## src/rtl/slhp_pkg.sv

```systemverilog
package slhp_pkg;

  // skip map geometry: one bit per dword of the segment, packed into rows
  localparam int SEG_WORDS = 16384;
  localparam int IDX_W     = $clog2(SEG_WORDS);
  localparam int ROW_BITS  = 32;
  localparam int SEL_W     = $clog2(ROW_BITS);
  localparam int ROWS      = SEG_WORDS / ROW_BITS;
  localparam int ROW_W     = $clog2(ROWS);

  localparam int HASH_W    = 32;
  localparam int ADDR_W    = 16;

  // h * 131 + w, mod 2^32, as shifts and adds
  function automatic logic [HASH_W-1:0] mac131(input logic [HASH_W-1:0] h,
                                                input logic [HASH_W-1:0] w);
    return (h << 7) + (h << 1) + h + w;
  endfunction

  typedef struct packed {
    logic             mark_go;
    logic [IDX_W-1:0] mark_first;
    logic [IDX_W-1:0] mark_last;
    logic             look_go;
    logic [IDX_W-1:0] look_idx;
  } smap_cmd_t;

  typedef struct packed {
    logic busy;
    logic skip_bit;
  } smap_stat_t;

  typedef struct packed {
    logic              take;
    logic [HASH_W-1:0] word;
    logic              fin_go;
    logic              clear;
  } hcore_cmd_t;

  typedef struct packed {
    logic              fin_busy;
    logic [HASH_W-1:0] hash;
  } hcore_stat_t;

endpackage

```

## src/rtl/slhp_hash_core.sv

```systemverilog
module slhp_hash_core (
  input  logic                  clk,
  input  logic                  rst,
  input  slhp_pkg::hcore_cmd_t  cmd,
  output slhp_pkg::hcore_stat_t stat
);

  localparam logic [2:0] STEP_TAIL = 3'd3;

  logic [slhp_pkg::HASH_W-1:0] running_hash;
  logic [slhp_pkg::HASH_W-1:0] lane [4];
  logic [slhp_pkg::HASH_W-1:0] pend [3];
  logic [1:0]                  pend_cnt;
  logic                        full_seen;
  logic                        in_run;
  logic                        fin_active;
  logic [2:0]                  step;

  logic [1:0]                  pc_eff;
  logic                        fs_eff;
  logic                        group;
  logic [slhp_pkg::HASH_W-1:0] base [4];
  logic [2:0]                  tail_idx;
  logic [1:0]                  tail_sel;
  logic                        fin_done;
  logic [slhp_pkg::HASH_W-1:0] fin_a;
  logic [slhp_pkg::HASH_W-1:0] fin_b;

  // a word that opens a run sees empty run state
  always_comb begin
    pc_eff = in_run ? pend_cnt : 2'd0;
    fs_eff = in_run & full_seen;
    group  = (pc_eff == 2'd3);
    if (fs_eff) begin
      for (int k = 0; k < 4; k++) begin
        base[k] = lane[k];
      end
    end else begin
      base[0] = running_hash;
      base[1] = '0;
      base[2] = '0;
      base[3] = '0;
    end
  end

  // finish sequencer: three lane combines if a full group was seen, then the tail words
  always_comb begin
    tail_idx = step - STEP_TAIL;
    tail_sel = (tail_idx[1:0] == 2'd3) ? 2'd0 : tail_idx[1:0];
    fin_done = (step >= STEP_TAIL) && (tail_idx == {1'b0, pend_cnt});
    fin_a    = running_hash;
    fin_b    = pend[tail_sel];
    unique case (step)
      3'd0: begin
        fin_a = lane[0];
        fin_b = lane[1];
      end
      3'd1: fin_b = lane[2];
      3'd2: fin_b = lane[3];
      default: ;
    endcase
  end

  always_ff @(posedge clk) begin
    if (rst) begin
      running_hash <= '0;
      pend_cnt     <= '0;
      full_seen    <= 1'b0;
      in_run       <= 1'b0;
      fin_active   <= 1'b0;
      step         <= '0;
    end else begin
      if (cmd.clear) begin
        running_hash <= '0;
      end
      if (cmd.take) begin
        in_run    <= 1'b1;
        pend_cnt  <= group ? 2'd0 : pc_eff + 2'd1;
        full_seen <= group | fs_eff;
      end
      if (cmd.fin_go) begin
        if (in_run) begin
          fin_active <= 1'b1;
          step       <= full_seen ? 3'd0 : STEP_TAIL;
        end
      end else if (fin_active) begin
        if (fin_done) begin
          fin_active <= 1'b0;
          in_run     <= 1'b0;
          full_seen  <= 1'b0;
          pend_cnt   <= '0;
        end else begin
          running_hash <= slhp_pkg::mac131(fin_a, fin_b);
          step         <= step + 3'd1;
        end
      end
    end
  end

  always_ff @(posedge clk) begin
    if (cmd.take) begin
      if (group) begin
        for (int k = 0; k < 3; k++) begin
          lane[k] <= slhp_pkg::mac131(base[k], pend[k]);
        end
        lane[3] <= slhp_pkg::mac131(base[3], cmd.word);
      end else begin
        pend[pc_eff] <= cmd.word;
      end
    end
  end

  assign stat.fin_busy = fin_active;
  assign stat.hash     = running_hash;

endmodule

```

## config.mk

```make
export PLATFORM = sky130hd
export DESIGN_NAME = slhp_hash_core
export DESIGN_NICKNAME = d
export VERILOG_FILES = /design/src/rtl/slhp_pkg.sv /design/src/rtl/slhp_hash_core.sv
export SDC_FILE = /design/constraint.sdc
export NUM_CORES = 1
export LEC_CHECK = 0
export ABC_AREA = 1
export BUFFER_PORTS_ARGS = -buffer_cell sky130_fd_sc_hd__buf_2
export CAP_MARGIN = 20
export CORE_UTILIZATION = 35
export CTS_CLUSTER_DIAMETER = 30
export DETAILED_ROUTE_END_ITERATION = 16
export PLACE_DENSITY = 0.63
export REMOVE_ABC_BUFFERS = 1
export SETUP_SLACK_MARGIN = 0.02
export SYNTH_ARGS = -nofsm -noshare
export SYNTH_HDL_FRONTEND = slang
export SYNTH_SLANG_ARGS = --single-unit
```

## constraint.sdc

```tcl
create_clock -name clk -period 4.38 [get_ports clk]
set_input_delay 0.657 -clock clk [delete_from_list [all_inputs] [get_ports clk]]
set_output_delay 0.657 -clock clk [all_outputs]
set_load 0.005 [all_outputs]
```

# After elaboration in Yosys (flattened, before gate mapping)
# Memories as Yosys holds them, arrays and structs flattened.
# Index checks and enable logic that the tools add are counted.
# classes
reduce_logical,4
bitwise,2
mux,37
order_cmp,1
n_eq_ne,7
addsub,18
# ops
op,count
$add 32x32->32,15
$mux 32,5
$mux 128,1
$pmux 32 s3,1
$mux 1,18
$mux 2,8
$mux 3,4
$eq 2x2->1 const B,2
$add 3x1->3 const B,1
$eq 3x1->1 const B,1
$eq 3x2->1,1
$eq 3x2->1 const B,1
$ge 3x2->1 const B,1
$logic_not 3->1,1
$reduce_and 3->1,1
$sub 3x2->3 const B,1
$add 2x1->2 const B,1
$ne 2x1->1 const B,1
$ne 2x2->1 const B,1
$reduce_bool 2->1,1
$and 1x1->1,1
$logic_and 1x1->1,1
$or 1x1->1,1
# word_totals
output_inout_bits,33
mem_bits_rw,224
n_memories,2
inputBits,37
ff_bits,40
# mem_list
name,depth,width,rd,rd_ports_with_merged_regs,wr,line,source
lane,4,32,4,0,4,slhp_hash_core.sv:11,logic [slhp_pkg::HASH_W-1:0] lane [4];
pend,3,32,4,0,1,slhp_hash_core.sv:12,logic [slhp_pkg::HASH_W-1:0] pend [3];

# Longest topological paths before layout
# An unclocked memory read counts as a cell.
# logic_depth
word_depth,9
depth_mapped,26
depth_no_buf,25

# Worst setup path before layout
# Ideal clock, no wire load.
# synth_timing
path_kind,register to register
from,register step[0]
to,register running_hash[18] in the netlist's numbering
slack_ps,237
t_arrival_ps,4028
path_stages_with_launch,24
path_cell_list,dfxtp_1 inv_1 ha_1 inv_1 clkbuf_1 clkbuf_1 o21ai_0 a21oi_1 a211oi_1 fa_1 inv_1 ha_1 ha_1 fa_1 nand3_1 nand2_1 nand2_1 nand2_1 nand2_1 nand2_1 nand2_1 a21oi_1 o21ai_0 inv_1
# synth_via
elab_chain_len,9
elab_cells_between_ends,18
# synth_rtl
item,line,source
start: declaration,slhp_hash_core.sv:17,logic [2:0] step;
start signal: assignment,slhp_hash_core.sv:84,step <= full_seen ? 3'd0 : STEP_TAIL;
start signal: assignment,slhp_hash_core.sv:94,step <= step + 3'd1;
"parallel branches: the longest is 6 deep, another holds $add 32x32->32",n/a,
$mux 32 (*),slhp_hash_core.sv:87,if (fin_done) begin
$mux 32 (*),slhp_hash_core.sv:86,end else if (fin_active) begin
$mux 32 (*),slhp_hash_core.sv:81,if (cmd.fin_go) begin
end signal: assignment,slhp_hash_core.sv:93,"running_hash <= slhp_pkg::mac131(fin_a, fin_b);"
end: declaration,slhp_hash_core.sv:10,logic [slhp_pkg::HASH_W-1:0] running_hash;
# Every way passes the cells marked *.
# A chain may end at the register's enable or synchronous reset.

==> flow_summary.toml <==
[synth]
synth_area_leaders = "edfxtp_1 27%, fa_1 20%, nand2_1 9.0%"
netlist_area_um2 = 28100
synth.most_common_cell = "nand2_1"
seq_area_frac_synth_pct = 30.2
synth_common_cells = "674 x nand2_1, 539 x inv_1, 336 x nor2_1"
synthCells = 3318
synth_top_area_share_pct = 27.4
ys_ff_latch = 296
yosys.area.top_type = "edfxtp_1"
ys_types = 42
ys.flop_type = "edfxtp_1"
synth_edf_count = 256
avgSynthCellArea_um2 = 8.47
ys_warn_count = 0
async_flop_share_pct = 0

[clock_network]
insertion_delay_ns = 0.64
cts_max_level = 3
clock-sinks = 296
tritoncts = "built"
path_clk_slew_ns = 0.04
cts_buffers = 83
cts_root_buf = "clkbuf_16"
cts.path.max_buffers = 3

[global_routing]
grt_pass1_wl_um = 146000
grt_pass1_vias = 25010
antenna_found_initial = 1
grt_use_met1_pct = 29.5
grt_max_degree = 53
use_met2_pct = 41.7
met3_usage_pct = 3.36
grtUsageTotal_pct = 23.9
grt.overflow.total = 0
top_usage_layer = "met2"

[finish]
drive_gt1_share_pct = 14.4
fin_nets = 4230
final_cells = 4849
design_area_um2 = 34900
syn_to_final_growth_pct = 24.3

[worst_setup_path]
crit_type = "reg2reg"
slowest_stage = "fa_1"
r2r-start = "full_seen"
max_stage_delay_ns = 0.55
path_buf_inv = 3
critPathArrivalTime_ns = 4.60
worstPathCellList = "nand2_4 > buf_12 > o21ai_0 > inv_1 > fa_1 > inv_1 > fa_1 > ha_1 > nand2_1 > o21ai_0 > o21bai_1 > nand4_1 > nand3_1 > nand2_1"
rrSetupSlack_ns = 0.15
critPathLaunchType = "flop"
worstPathRequired_ns = 4.75
r2r_cells = 14
cp_top_family = "adder cells"
critPathMaxFanout = 37
timing.rr.end = "lane[0][30]"
worst_setup_path_end_kind = "flop"
critPathLaunch = "full_seen"

[hold_path]
worstHoldStart = "cmd[34]"
min_path_type = "in2reg"
holdPathStages = 2
whs_endpoint = "pend_cnt[0]"

[place]
portBuffers = 69
placed_cell_area_um2 = 31900
routabilityCongestion = 0.951
place_ws_ns = -0.230
dp_cells = 4681
dpl.hpwl_um = 80800

[timing]
rsz0062_at_grt = "true"
worst_pin_slew_ns = 1.05
setup_ws_ns = 0.151
finalSetupViolCount = 0
skew_ns = 0.0361
drv_slew = 0
hold_viol_final = 0
finalCritPeriodShare_pct = 96.6
slew_headroom_pct = 30.1
holdWs_ns = 0.315
fin_crit_ns = 4.23
max_freq_mhz = 236

[detailed_routing]
vias = 24472
drc = 0
firstDrtPassIters = 5
viasPerCell = 5.05
ant_nets = 0
wl_per_cell_um = 19.9
drt_iter0_drc = 1608
wl_um = 96700

[outcome]
outcome = "complete, no violations"

[power_and_ir_drop]
p_leak_nw = 17.2
p_per_area_nw_per_um2 = 414
peakVddDrop_mv = 0.287

[floorplanning]
ios = 70
die_w_um = 285
die_area_um2 = 81400
core_area_um2 = 79300
row_count = 103
start_util_pct = 35.4
die_h_um = 285

[flow_run]
cap_viol_max_count = 0
[metal layers]
| metal | up-vias | share of wire, % |
|---|---|---|
| met3 | 196 | 5.6 |
| met2 | 779 | 49 |
| met1 | 11769 | 41 |
| met4 | 0 | 4.4 |
| li1 | 11728 | - |
| met5 | - | 0 |
[sequential cells by signal, indices dropped and copies added, names as in the netlist]
name          flops
running_hash     32
pend            128
fin_active        1
in_run            1
lane            128
full_seen         1
pend_cnt          2
step              3
[where the power goes]
part	internal, mW	switching [mW]
sequential	3.23	0.0801
combinational	1.97	3.40
clock	3.77	2.01
[placed cells by master (no fill, tap or decap), types with 38 or more instances in the layout]
cell and count:
ha_1 186, buf_2 69, clkbuf_16 85, buf_4 276
xor2_1 97, nand2_1 670, dfxtp_1 38, fa_1 275
a21oi_1 208, inv_1 534, nand3_1 150, nor2_1 330
o22ai_1 41, edfxtp_1 256, o21ai_0 169
[final cells by class]
class	count	area [um^2]
antenna	2	5.00
sequential	296	8490
tap	1050	1310
fill	7914	44300
clock buffer	100	2230
inverter	543	2050
timing repair buffer	359	2690
clock inverter	54	463
multi-input combinational	2445	17700
[cell families after synthesis]
family                   after synthesis  synth area share (%)
AND/OR/NAND/NOR                     1243                  17.9
buffers and inverters                608                  8.19
AO/OA/AOI/OAI                        585                  11.9
adder cells (fa/ha/maj)              465                  28.1
flip-flops                           296                  30.2
XOR/XNOR                             120                  3.74
other                                  1                0.0133
[worst max path at each step]
stage / endpoint / slack, ns / cells past startpoint
floorplan: lane[0][31] / -2.15 / 14
global placement: running_hash[30] / -0.14 / 25
detailed placement: running_hash[30] / -0.23 / 25
CTS: running_hash[30] / -0.03 / 25
global route: running_hash[20] / 0.004 / 23
finish: lane[0][30] / 0.15 / 14
[per-stage QoR]
step           total power, mW  util [%]  TNS (ns)
2_1_floorplan             6.78         -   -187.22
3_3_place_gp              8.54      40.2    -0.467
3_5_place_dp              8.57      40.2     -2.16
4_1_cts                   14.4      43.7   -0.0330
5_1_grt                   15.3      44.0         0
6_report                  14.5      44.0         0
[timing repair]
item,CTS,global route
endpoints found under the setup margin,22,29
pin swaps,1,3
hold buffers,0,0
buffers inserted,3,8
resized for setup,29,53
(Power assumes the default switching activity.)
